File: config.mk
export PLATFORM = sky130hd
export DESIGN_NAME = frame_rate_meter_unit_flat
export DESIGN_NICKNAME = d
export VERILOG_FILES = /design/src/rtl/core/frm_pkg.sv /design/src/rtl/core/frm_if.sv /design/src/rtl/core/frame_rate_meter_unit.sv /design/src/rtl/core/frm_serial_mul.sv /design/src/rtl/core/frm_serial_div.sv /design/src/flat_wrapper.sv
export SDC_FILE = /design/constraint.sdc
export NUM_CORES = 2
export LEC_CHECK = 0
export BUFFER_PORTS_ARGS = -buffer_cell sky130_fd_sc_hd__buf_4
export CAP_MARGIN = 0
export CORE_ASPECT_RATIO = 1.5
export CORE_MARGIN = 1
export CORE_UTILIZATION = 50
export DETAILED_ROUTE_END_ITERATION = 12
export PLACE_DENSITY = 0.63
export RECOVER_POWER = 100
export SYNTH_ARGS = -nofsm -noshare
export SYNTH_HDL_FRONTEND = slang
export SYNTH_SLANG_ARGS = --single-unit
File: constraint.sdc
create_clock -name clk -period 14.71 [get_ports clk]
set_clock_uncertainty 0.1 [all_clocks]
set_input_delay 0.7355 -clock clk [delete_from_list [all_inputs] [get_ports clk]]
set_output_delay 0.7355 -clock clk [all_outputs]
set_load 0.005 [all_outputs]
File: src/rtl/core/frm_pkg.sv
// Frame rate meter package: status codes, register indexes and arithmetic constants.
// No dependencies; used by the interfaces and by every module of the meter.
`timescale 1ns / 1ps
package frm_pkg;

  typedef enum logic [2:0] {
    ST_RATE      = 3'd0,
    ST_BASELINE  = 3'd1,
    ST_ZERO_TIME = 3'd2,
    ST_WARMUP    = 3'd3,
    ST_OVER      = 3'd4,
    ST_DISABLED  = 3'd5,
    ST_LOST      = 3'd6
  } frm_status_t;

  localparam int CFG_IDX_W  = 2;
  localparam int CFG_DATA_W = 16;

  localparam logic [CFG_IDX_W-1:0] CFG_ENABLE = 2'd0;
  localparam logic [CFG_IDX_W-1:0] CFG_WARMUP = 2'd1;
  localparam logic [CFG_IDX_W-1:0] CFG_MAX    = 2'd2;

  localparam int CNT_W   = 32;
  localparam int TIME_W  = 64;
  localparam int SCALE_W = 24;
  localparam int PROD_W  = CNT_W + SCALE_W;
  localparam int TENTH_W = 16;
  localparam int FPS_W   = 13;

  localparam logic [SCALE_W-1:0] SCALE = 24'd10000000;

  localparam logic [TENTH_W:0]  FPS_ROUND = 17'd5;
  localparam logic [TENTH_W-1:0] FPS_RECIP = 16'd52429;
  localparam int FPS_SHIFT = 19;
  localparam int FPS_PROD_W = 2 * TENTH_W + 1;

  typedef struct packed {
    logic               big;
    logic [TENTH_W-1:0] quo;
  } frm_quo_t;

endpackage

File: src/rtl/core/frm_if.sv
// Valid/ready channel interfaces for meter samples and results.
// Depends on frm_pkg for field widths and the status type.
`timescale 1ns / 1ps
interface frm_in_if
  import frm_pkg::*;
  ();
  logic              valid;
  logic              ready;
  logic [CNT_W-1:0]  counter_value;
  logic [TIME_W-1:0] time_us;
  logic              source_lost;

  modport source (output valid, counter_value, time_us, source_lost, input ready);
  modport sink (input valid, counter_value, time_us, source_lost, output ready);
endinterface

interface frm_out_if
  import frm_pkg::*;
  ();
  logic             valid;
  logic             ready;
  logic             rate_valid;
  logic [FPS_W-1:0] rate_fps;
  frm_status_t      status;

  modport source (output valid, rate_valid, rate_fps, status, input ready);
  modport sink (input valid, rate_valid, rate_fps, status, output ready);
endinterface

File: src/rtl/core/frame_rate_meter_unit.sv
// Frame rate meter top level: sample decode, rate state, sequencing and result register.
// Depends on frm_pkg, frm_if, frm_serial_mul and frm_serial_div.
//
//   channel | dir | payload                              | handshake
//   in_ch   | in  | counter_value, time_us, source_lost  | valid/ready
//   out_ch  | out | rate_valid, rate_fps, status         | valid/ready
//   cfg     | in  | cfg_we, cfg_index, cfg_data          | write enable only
//
// A sample that yields a rate goes, after acceptance, through loading the multiplier,
// 24 multiply steps, loading the divider, 56 divide steps, then compare and rounding,
// the fps step and the output register (the fps step is skipped when over the limit).
// Every other sample goes from acceptance through the emit state to the output register.
// Samples are taken only when the sequencer is idle, which it becomes as the previous result
// is loaded; while the output register still holds an unaccepted item, a finished result
// waits and input ready stays low.
// Reset (synchronous, rst high) restores the register defaults and clears the baseline.
`timescale 1ns / 1ps
module frame_rate_meter_unit
  import frm_pkg::*;
(
  input  logic                  clk,
  input  logic                  rst,
  input  logic                  cfg_we,
  input  logic [CFG_IDX_W-1:0]  cfg_index,
  input  logic [CFG_DATA_W-1:0] cfg_data,
  frm_in_if.sink                in_ch,
  frm_out_if.source             out_ch
);

  typedef enum logic [2:0] {
    S_IDLE,
    S_MUL,
    S_DIV,
    S_CHECK,
    S_FPS,
    S_EMIT
  } state_t;

  state_t state;

  logic               sampling_enabled;
  logic [3:0]         warmup_count;
  logic [TENTH_W-1:0] max_tenths;

  logic               have_baseline;
  logic [3:0]         warmup_left;
  logic [CNT_W-1:0]   last_counter;
  logic [TIME_W-1:0]  last_time;

  logic [CNT_W-1:0]   delta;
  logic [TIME_W-1:0]  elapsed;
  logic [TENTH_W:0]   rounded;
  logic               res_valid;
  logic [FPS_W-1:0]   res_fps;
  frm_status_t        res_status;

  logic               mul_start;
  logic               mul_done;
  logic [PROD_W-1:0]  product;
  logic               div_done;
  frm_quo_t           quo;

  logic                  accept;
  logic                  mul_go;
  logic                  emit_go;
  logic [FPS_PROD_W-1:0] fps_prod;

  assign in_ch.ready = (state == S_IDLE);
  assign accept      = in_ch.valid && in_ch.ready;
  assign mul_go      = accept && sampling_enabled && !in_ch.source_lost && have_baseline &&
                       (in_ch.time_us != last_time) && (warmup_left == 4'd0);
  assign emit_go     = (state == S_EMIT) && (!out_ch.valid || out_ch.ready);
  assign fps_prod    = FPS_PROD_W'(rounded) * FPS_PROD_W'(FPS_RECIP);

  frm_serial_mul u_mul (
    .clk     (clk),
    .rst     (rst),
    .start   (mul_start),
    .delta   (delta),
    .done    (mul_done),
    .product (product)
  );

  frm_serial_div u_div (
    .clk      (clk),
    .rst      (rst),
    .start    (mul_done),
    .dividend (product),
    .divisor  (elapsed),
    .done     (div_done),
    .result   (quo)
  );

  always_ff @(posedge clk) begin
    if (rst) begin
      state            <= S_IDLE;
      sampling_enabled <= 1'b0;
      warmup_count     <= 4'd1;
      max_tenths       <= 16'd2400;
      have_baseline    <= 1'b0;
      warmup_left      <= 4'd1;
      last_counter     <= '0;
      last_time        <= '0;
      mul_start        <= 1'b0;
      out_ch.valid     <= 1'b0;
    end else begin
      mul_start <= mul_go;
      if (emit_go) begin
        out_ch.valid <= 1'b1;
      end else if (out_ch.ready) begin
        out_ch.valid <= 1'b0;
      end

      if (cfg_we) begin
        case (cfg_index)
          CFG_ENABLE: begin
            sampling_enabled <= cfg_data[0];
            have_baseline    <= 1'b0;
            warmup_left      <= warmup_count;
            last_counter     <= '0;
            last_time        <= '0;
          end
          CFG_WARMUP: warmup_count <= cfg_data[3:0];
          CFG_MAX:    max_tenths <= cfg_data;
          default: ;
        endcase
      end

      case (state)
        S_IDLE: begin
          if (accept) begin
            res_valid <= 1'b0;
            res_fps   <= '0;
            state     <= S_EMIT;
            if (!sampling_enabled) begin
              res_status <= ST_DISABLED;
            end else if (in_ch.source_lost) begin
              res_status    <= ST_LOST;
              have_baseline <= 1'b0;
              warmup_left   <= warmup_count;
              last_counter  <= '0;
              last_time     <= '0;
            end else if (!have_baseline) begin
              res_status    <= ST_BASELINE;
              have_baseline <= 1'b1;
              last_counter  <= in_ch.counter_value;
              last_time     <= in_ch.time_us;
            end else if (in_ch.time_us == last_time) begin
              res_status <= ST_ZERO_TIME;
            end else begin
              last_counter <= in_ch.counter_value;
              last_time    <= in_ch.time_us;
              if (warmup_left != 4'd0) begin
                warmup_left <= warmup_left - 4'd1;
                res_status  <= ST_WARMUP;
              end else begin
                delta     <= in_ch.counter_value - last_counter;
                elapsed   <= in_ch.time_us - last_time;
                state     <= S_MUL;
              end
            end
          end
        end
        S_MUL: begin
          if (mul_done) begin
            state <= S_DIV;
          end
        end
        S_DIV: begin
          if (div_done) begin
            state <= S_CHECK;
          end
        end
        S_CHECK: begin
          if (quo.big || (quo.quo > max_tenths)) begin
            res_status <= ST_OVER;
            state      <= S_EMIT;
          end else begin
            rounded <= {1'b0, quo.quo} + FPS_ROUND;
            state   <= S_FPS;
          end
        end
        S_FPS: begin
          res_valid  <= 1'b1;
          res_fps    <= fps_prod[FPS_SHIFT + FPS_W - 1:FPS_SHIFT];
          res_status <= ST_RATE;
          state      <= S_EMIT;
        end
        S_EMIT: begin
          if (emit_go) begin
            out_ch.rate_valid <= res_valid;
            out_ch.rate_fps   <= res_fps;
            out_ch.status     <= res_status;
            state             <= S_IDLE;
          end
        end
        default: state <= S_IDLE;
      endcase
    end
  end

endmodule

File: src/rtl/core/frm_serial_mul.sv
// Shift-and-add multiplier of the counter delta by the fixed scale, one scale bit a cycle.
// Depends on frm_pkg for widths and the scale constant.
`timescale 1ns / 1ps
module frm_serial_mul
  import frm_pkg::*;
(
  input  logic              clk,
  input  logic              rst,
  input  logic              start,
  input  logic [CNT_W-1:0]  delta,
  output logic              done,
  output logic [PROD_W-1:0] product
);

  localparam int STEP_W = $clog2(SCALE_W);

  logic              busy;
  logic [STEP_W-1:0] step;
  logic [SCALE_W-1:0] mplier;
  logic [PROD_W-1:0] mcand;
  logic [PROD_W-1:0] acc;

  always_ff @(posedge clk) begin
    if (rst) begin
      busy <= 1'b0;
      done <= 1'b0;
      step <= '0;
    end else begin
      done <= !start && busy && (step == STEP_W'(SCALE_W - 1));
      if (start) begin
        busy   <= 1'b1;
        step   <= '0;
        mplier <= SCALE;
        mcand  <= PROD_W'(delta);
        acc    <= '0;
      end else if (busy) begin
        if (mplier[0]) begin
          acc <= acc + mcand;
        end
        mcand  <= {mcand[PROD_W-2:0], 1'b0};
        mplier <= {1'b0, mplier[SCALE_W-1:1]};
        step   <= step + 1'b1;
        if (step == STEP_W'(SCALE_W - 1)) begin
          busy <= 1'b0;
        end
      end
    end
  end

  assign product = acc;

endmodule

File: src/rtl/core/frm_serial_div.sv
// Restoring divider, one quotient bit a cycle, with a narrow quotient and a sticky overflow flag.
// Depends on frm_pkg for widths and the quotient struct.
`timescale 1ns / 1ps
module frm_serial_div
  import frm_pkg::*;
(
  input  logic              clk,
  input  logic              rst,
  input  logic              start,
  input  logic [PROD_W-1:0] dividend,
  input  logic [TIME_W-1:0] divisor,
  output logic              done,
  output frm_quo_t          result
);

  localparam int STEP_W = $clog2(PROD_W);

  logic              busy;
  logic [STEP_W-1:0] step;
  logic [PROD_W-1:0] dvd;
  logic [TIME_W-1:0] dsr;
  logic [TIME_W-1:0] rem;
  logic [TIME_W:0]   trial;
  logic [TIME_W:0]   diff;
  logic              fits;

  assign trial = {rem, dvd[PROD_W-1]};
  assign diff  = trial - {1'b0, dsr};
  assign fits  = (trial >= {1'b0, dsr});

  always_ff @(posedge clk) begin
    if (rst) begin
      busy <= 1'b0;
      done <= 1'b0;
      step <= '0;
    end else begin
      done <= !start && busy && (step == STEP_W'(PROD_W - 1));
      if (start) begin
        busy       <= 1'b1;
        step       <= '0;
        dvd        <= dividend;
        dsr        <= divisor;
        rem        <= '0;
        result.quo <= '0;
        result.big <= 1'b0;
      end else if (busy) begin
        rem        <= fits ? diff[TIME_W-1:0] : trial[TIME_W-1:0];
        dvd        <= {dvd[PROD_W-2:0], 1'b0};
        result.quo <= {result.quo[TENTH_W-2:0], fits};
        result.big <= result.big | result.quo[TENTH_W-1];
        step       <= step + 1'b1;
        if (step == STEP_W'(PROD_W - 1)) begin
          busy <= 1'b0;
        end
      end
    end
  end

endmodule

File: src/flat_wrapper.sv
// flat-port wrapper written by rule: the top's interface ports become plain ports
module frame_rate_meter_unit_flat import frm_pkg::*;
  (clk, rst, cfg_we, cfg_index, cfg_data, in_ch_valid, in_ch_counter_value, in_ch_time_us, in_ch_source_lost, in_ch_ready, out_ch_valid, out_ch_rate_valid, out_ch_rate_fps, out_ch_status, out_ch_ready);
  frm_in_if in_ch_i ();
  frm_out_if out_ch_i ();
  input  logic clk;
  input  logic rst;
  input  logic cfg_we;
  input  logic [CFG_IDX_W-1:0] cfg_index;
  input  logic [CFG_DATA_W-1:0] cfg_data;
  input wire logic [$bits(in_ch_i.valid)-1:0] in_ch_valid;
  input wire logic [$bits(in_ch_i.counter_value)-1:0] in_ch_counter_value;
  input wire logic [$bits(in_ch_i.time_us)-1:0] in_ch_time_us;
  input wire logic [$bits(in_ch_i.source_lost)-1:0] in_ch_source_lost;
  output wire logic [$bits(in_ch_i.ready)-1:0] in_ch_ready;
  output wire logic [$bits(out_ch_i.valid)-1:0] out_ch_valid;
  output wire logic [$bits(out_ch_i.rate_valid)-1:0] out_ch_rate_valid;
  output wire logic [$bits(out_ch_i.rate_fps)-1:0] out_ch_rate_fps;
  output wire logic [$bits(out_ch_i.status)-1:0] out_ch_status;
  input wire logic [$bits(out_ch_i.ready)-1:0] out_ch_ready;
  assign in_ch_i.valid = in_ch_valid;
  assign in_ch_i.counter_value = in_ch_counter_value;
  assign in_ch_i.time_us = in_ch_time_us;
  assign in_ch_i.source_lost = in_ch_source_lost;
  assign in_ch_ready = in_ch_i.ready;
  assign out_ch_valid = out_ch_i.valid;
  assign out_ch_rate_valid = out_ch_i.rate_valid;
  assign out_ch_rate_fps = out_ch_i.rate_fps;
  assign out_ch_status = out_ch_i.status;
  assign out_ch_i.ready = out_ch_ready;
  frame_rate_meter_unit u_core (.clk(clk), .rst(rst), .cfg_we(cfg_we), .cfg_index(cfg_index), .cfg_data(cfg_data), .in_ch(in_ch_i), .out_ch(out_ch_i));
endmodule
[Word-level counts from Yosys, hierarchy flattened]
Cells that the tools add are included.
Storage, ports and cells
  output and inout port bits: 19
  input port bits: 120
  logic and storage cells: 183
  register bits: 626
Cells by class
  equal/unequal tests: 17
  mux-type cells: 73
  reduce and logical (&&, ||, !) cells: 42
  $add $sub $neg: 8
  $lt $le $gt $ge: 2
  bitwise operators: 6
  multipliers: 1
Operators with widths (number)
  two-way mux 64 bit: 10
  two-way mux 32 bit: 9
  two-way mux 56 bit: 5
  subtractor 64 bit: 2
  >= comparator 65 x 64 -> 1 bit: 1
  equality test 64 bit: 1
  inequality test 64 bit: 1
  adder 56 bit: 1
  two-way mux 3 bit: 16
  two-way mux 4 bit: 9
  multiplier 17 x 16 -> 32 bit (second input constant): 1
  subtractor 32 bit: 1
  case mux 13 bit (2 select lines): 1
  two-way mux 24 bit: 1
  case mux 3 bit (6 select lines): 1
  adder 16 x 3 -> 17 bit (second input constant): 1
  two-way mux 1 bit: 17
  two-way mux 17 bit: 1
  > comparator 16 bit: 1
  two-way mux 13 bit: 1
  AND reduction 2 bit: 6
  AND reduction 3 bit: 4
  logical AND 1 bit: 11
  nonzero test 2 bit: 5
  28 further kinds: 42

[Depth between registers and ports, before layout]
  depth after elaboration: 10
  mapped depth: 23
  mapped depth without buffers: 23

[Hierarchy]
From an unflattened synthesis, not the netlist that was laid out.
Unflattened totals
  cell total of the unflattened synthesis: 4477
  area, all modules: 43065.1 um2
By module, submodules not included
  frame_rate_meter_unit: sequential area each 6956.7 um2, cells an instance 2486, times used 1, area an instance 22046.1 um2
  frm_serial_div: sequential area each 6195.9 um2, cells an instance 1159, times used 1, area an instance 12225.5 um2
  frm_serial_mul: sequential area each 4224.1 um2, cells an instance 832, times used 1, area an instance 8793.4 um2

[Worst setup path before layout]
OpenSTA, ideal clock, no wires.
  kind: input -> register
  start: input port in_ch_time_us[17]
  end: register u_core.delta[0], enable pin
  cell stages on the path: 9
  library setup time: 786 ps
  slack: 2766 ps
  buffers on the path: 1
  data required time: 13824 ps
  arrival: 11058 ps
  path through: ha_1 clkbuf_1 and4_1 nand3_1 nor2_1 nand3_1 nor3_1 nand2b_1 nor4_1
On the way
  word-level cells in the longest chain between the ends: 3
RTL lines
  from (decl): RTL line flat_wrapper.sv:13  | input wire logic [$bits(in_ch_i.time_us)-1:0] in_ch_time_us;
  equality test 64 bit: RTL line frame_rate_meter_unit.sv:148  | end else if (in_ch.time_us == last_time) begin
  NOT 1 bit (no line)
  AND reduction 8 bit (no line)
  to (signal assigned): RTL line frame_rate_meter_unit.sv:157  | delta <= in_ch.counter_value - last_counter;
  to (decl): RTL line frame_rate_meter_unit.sv:50  | logic [CNT_W-1:0] delta;
No other way between the ends.
A chain may end at the register's enable or synchronous reset.

[Final worst setup path]
  start: register u_core.u_mul.done
  end: register u_core.u_div.rem[36], enable pin
On the way
  word-level cells in the longest chain between the ends: 2
RTL lines
  from (decl): RTL line frm_serial_mul.sv:11  | output logic done,
  from (signal assigned): RTL line frm_serial_mul.sv:29  | done <= !start && busy && (step == STEP_W'(SCALE_W - 1));
  nonzero test 2 bit (no line)
  AND reduction 2 bit (no line)
  to (signal assigned): RTL line frm_serial_div.sv:47  | rem <= fits ? diff[TIME_W-1:0] : trial[TIME_W-1:0];
  to (decl): RTL line frm_serial_div.sv:22  | logic [TIME_W-1:0] rem;
No other way between the ends.

==> summary.md <==
| Metric | Value |
|---|---|
| Most used flip-flop cell after synthesis | sky130_fd_sc_hd__edfxtp_1 |
| Hold Crit Class | primary input to register |
| Final Hold Fails | 0 |
| First-pass iteration count of the detailed router | 5 |
| Synth warnings | 0 |
| Total of flip-flops plus latches after synthesis | 626 |
| Final wirelength | 101 mm |
| Start point of the critical path | u_core.u_mul.done |
| Post-Syn Instances | around 4100 |
| Critical Path Source Type | register |
| Post-synth EDFFs | 484 |
| Async set-or-reset flop fraction in the synthesized netlist | 0% |
| R2R Setup Slk | around 5.3 ns |
| Post-Place Worst Slack | ~8 ns |
| Slowest-stage cell, CP | sky130_fd_sc_hd__clkbuf_1 |
| Global-route wire length before repair | roughly 160 mm |
| Setup fix buffers added after clock tree synthesis | 0 |
| Congestion Overflow GR | 0 |
| Tot GR Track Use | 24.2% |
| Initial Util | roughly half |
| Post-route fraction of the period consumed by the critical path | a little under two thirds |
| Die outline area | ~84000 um^2 |
| Max-capacitance violation count | 21 |
| Number of DRC violations after detailed routing | 0 |
| Failing checks | max-capacitance violations, max-slew violations |
| Pin slew with the least headroom to its limit | 3.91 ns |
| Maximum operating frequency | between 100 and 150 MHz |
| Die extent in x | 237 um |
| Termination of the worst setup path | u_core.u_div.rem[36] |
| Net Count, Synth | roughly 4700 |
| Setup repair after global routing missed its margin | no |
| Clock period minus worst slack | 9.37 ns |
| Largest fanout on the critical path | 64 |
| Estimated wirelength of the detail-placed design | approximately 76 mm |
| Number of antenna violations at the first check in global routing | 0 |
| Total standard cell area after synthesis | between 40000 and 50000 um^2 |
| Top area cells in the synthesized netlist | sky130_fd_sc_hd__edfxtp_1 (35%), sky130_fd_sc_hd__ha_1 (11%), sky130_fd_sc_hd__dfxtp_1 (6.9%) |
| Number of setup violations in the final report | 0 |
| Remaining number of nets flagged by the antenna check after routing | 0 |
| Routability congestion estimate | ~0.93 |
| Sort of element at the end of the critical path | register |
| Worst hold margin | about 0.23 ns |
| Number of cells on the critical path | 4 |
| Num Clock Sinks | 626 |
| Max incr delay on CP | roughly 2.8 ns |
| Bufs and invs on worst path | 2 |
| Cell Area, Placed | approximately 43000 um^2 |
| Critical Path AT | approximately 9.4 ns |
| Crit path cell chain | nor2_1 > nor2_1 > clkbuf_1 > clkbuf_1 |
| Worst endpoint required time | ~15 ns |
| Boundary pin count | around 140 |
| Number of vias per cell | between 5 and 6 |
| Total vias in the final route | roughly 30000 |
| Post-Synthesis Mean Instance Area | 10.0 um^2 |
| Post-route cell area | approximately 45000 um^2 |
| Highest-count cells in the layout ignoring fill and taps | sky130_fd_sc_hd__edfxtp_1 (484), sky130_fd_sc_hd__inv_1 (424), sky130_fd_sc_hd__ha_1 (363) |
| Antenna Cells | 0 |
| Area share of the leading cell type in the synthesized netlist | approximately a third |
| Setup CP Type | register to register |
| CTS buffer count | 66 |
| RR Startpoint | u_core.u_mul.done |
| Share of the yosys chip area belonging to registers | between 40 and 50% |
| Core footprint | 81500 um^2 |
| Outcome | complete, but fails checks |
| Biggest area consumer among synthesized cells | sky130_fd_sc_hd__edfxtp_1 |
| Cell type group with the largest total delay on the critical path | buffers and inverters |
| Number of resized instances in the post-cts repair step | 0 |
| H-tree depth | 3 |
| Cell chosen for the clock root | sky130_fd_sc_hd__clkbuf_16 |
| Height of the die | 354 um |
| Power density relative to cell area | a little over 90 nW/um^2 |
| Post-route worst setup slack | between 5 and 6 ns |
| TritonCTS clock tree | done |
| Tot Pwr | approximately 4.1 mW |
| Most common cell after layout, fill and taps aside | sky130_fd_sc_hd__edfxtp_1 |
| Clock-pin transition on the worst setup and hold timing paths | about 0.07 ns |
| Destination of the worst register-to-register timing path | u_core.u_div.rem[36] |
| Normalized max-slew margin | -160% |
| Cells on worst reg2reg path | 4 |
| Number of pins exceeding their max-slew limit in the final report | between 1000 and 1500 |
| Input/output buffers | 138 |
| Nets@finish | between 4000 and 5000 |
| Number of global-route vias before repair | about 30000 |
| Per-cell routed wire length | 19.1 um |
| Worst vdd ir | 0.0000970 V |
| Total negative setup slack | 0 ns |
| Maximum root-to-sink buffer count | 3 |
| Layout Area Growth over Synthesis | 9.16% |
| Ratio of cells with drive above 1 in the final layout | 8.50% |
| Detailed router's first-iteration violation count | 1718 |
| Count of different cell masters after synthesis | between 80 and 90 |
| Leak Pwr | between 15 and 20 nW |
| Cell row count | 128 |
| Clock insertion delay at the later pin of the skew report | ~0.63 ns |
| Maximum number of pins on one net before global-route repair | 102 |
| CTS Hold Buffers Added | 0 |
synth_stat cells (32+ instances only):
library cell	instances
sky130_fd_sc_hd__ha_1	363
sky130_fd_sc_hd__clkbuf_1	151
sky130_fd_sc_hd__edfxtp_1	484
sky130_fd_sc_hd__a211oi_1	81
sky130_fd_sc_hd__mux2_2	87
sky130_fd_sc_hd__fa_1	91
sky130_fd_sc_hd__mux2i_1	52
sky130_fd_sc_hd__dfxtp_1	142
sky130_fd_sc_hd__nor2_1	352
sky130_fd_sc_hd__o21ai_0	150
sky130_fd_sc_hd__xnor2_1	141
sky130_fd_sc_hd__nand2_1	219
sky130_fd_sc_hd__nand4_1	69
sky130_fd_sc_hd__nand2b_1	32
sky130_fd_sc_hd__xor2_1	93
sky130_fd_sc_hd__nor3_1	108
sky130_fd_sc_hd__o21bai_1	39
sky130_fd_sc_hd__nand3_1	58
sky130_fd_sc_hd__inv_1	425
sky130_fd_sc_hd__a21o_1	132
sky130_fd_sc_hd__nor2b_1	96
sky130_fd_sc_hd__a21oi_1	360
worst min-delay path by stage:
| stage | start | endpoint | slack, ns | cells after the start |
|---|---|---|---|---|
| 2_1_floorplan | u_core.res_fps[0] | u_core.out_ch.rate_fps[0] | 0.30 | 0 |
| 3_3_place_gp | u_core.res_status[2] | u_core.out_ch.status[2] | 0.30 | 0 |
| 3_5_place_dp | u_core.elapsed[29] | u_core.u_div.dsr[29] | 0.30 | 0 |
| 4_1_cts | cfg_data[8] | u_core.max_tenths[8] | 0.19 | 3 |
| 5_1_grt | in_ch_counter_value[6] | u_core.last_counter[6] | 0.21 | 2 |
| 6_report | in_ch_counter_value[6] | u_core.last_counter[6] | 0.23 | 2 |
logic make-up (layout without fill, tap and decap cells):
group	after synthesis	count (layout)	share of synthesized area (%)
mux	139	139	3.63
buf+inv	606	713	5.74
flops	626	626	42.1
fa+ha+maj	454	454	15.4
simple gates	1053	1053	12.2
compound gates	1017	1017	16.0
xor+xnor	234	234	4.96
flip-flops by register name (all words and copies together), names as in the netlist, 16 cells and up:
signal                flops
u_core.u_mul.mplier      24
u_core.u_div.result      17
u_core.last_time         64
u_core.last_counter      32
u_core.u_div.rem         64
u_core.max_tenths        16
u_core.elapsed           64
u_core.rounded           17
u_core.u_mul.product     56
u_core.u_mul.mcand       56
u_core.u_div.dsr         64
u_core.delta             32
u_core.u_div.dvd         56
metal layers:
| layer | GRT usage, % | share of wire (%) | vias to the layer above |
|---|---|---|---|
| met4 | 7.82 | 2.8 | 0 |
| li1 | - | - | 14842 |
| met3 | 2.91 | 3.6 | 146 |
| met1 | 29.7 | 42 | 14473 |
| met5 | 0 | 0 | - |
| met2 | 44.0 | 51 | 623 |
through the flow:
| stage | cells | utilization (%) |
|---|---|---|
| 3_5_place_dp | 5154 | 52.9 |
| 2_1_floorplan | 4129 | - |
| 4_1_cts | 5276 | 55.6 |
| 3_3_place_gp | 5154 | 52.9 |
| 6_report | 5276 | 55.3 |
| 5_1_grt | 5276 | 55.3 |
area by class of cell:
class / count / area [um^2]
Multi-Input combinational cell: 2897 / 21500
Sequential cell: 626 / 17400
Tap cell: 1040 / 1300
Fill cell: 7254 / 36400
Timing Repair Buffer: 166 / 1130
Clock buffer: 77 / 1690
Inverter: 425 / 1600
Clock inverter: 45 / 505
report_power, final:
group          switching (mW)  leakage [nW]  total [mW]  internal (mW)
logic                   0.281          11.7       0.469          0.188
clock network           0.752          1.05        1.71          0.955
registers              0.0186          5.52        1.95           1.93
total                    1.05          18.2        4.12           3.07
No activity file was read; power rests on OpenSTA's default activity.
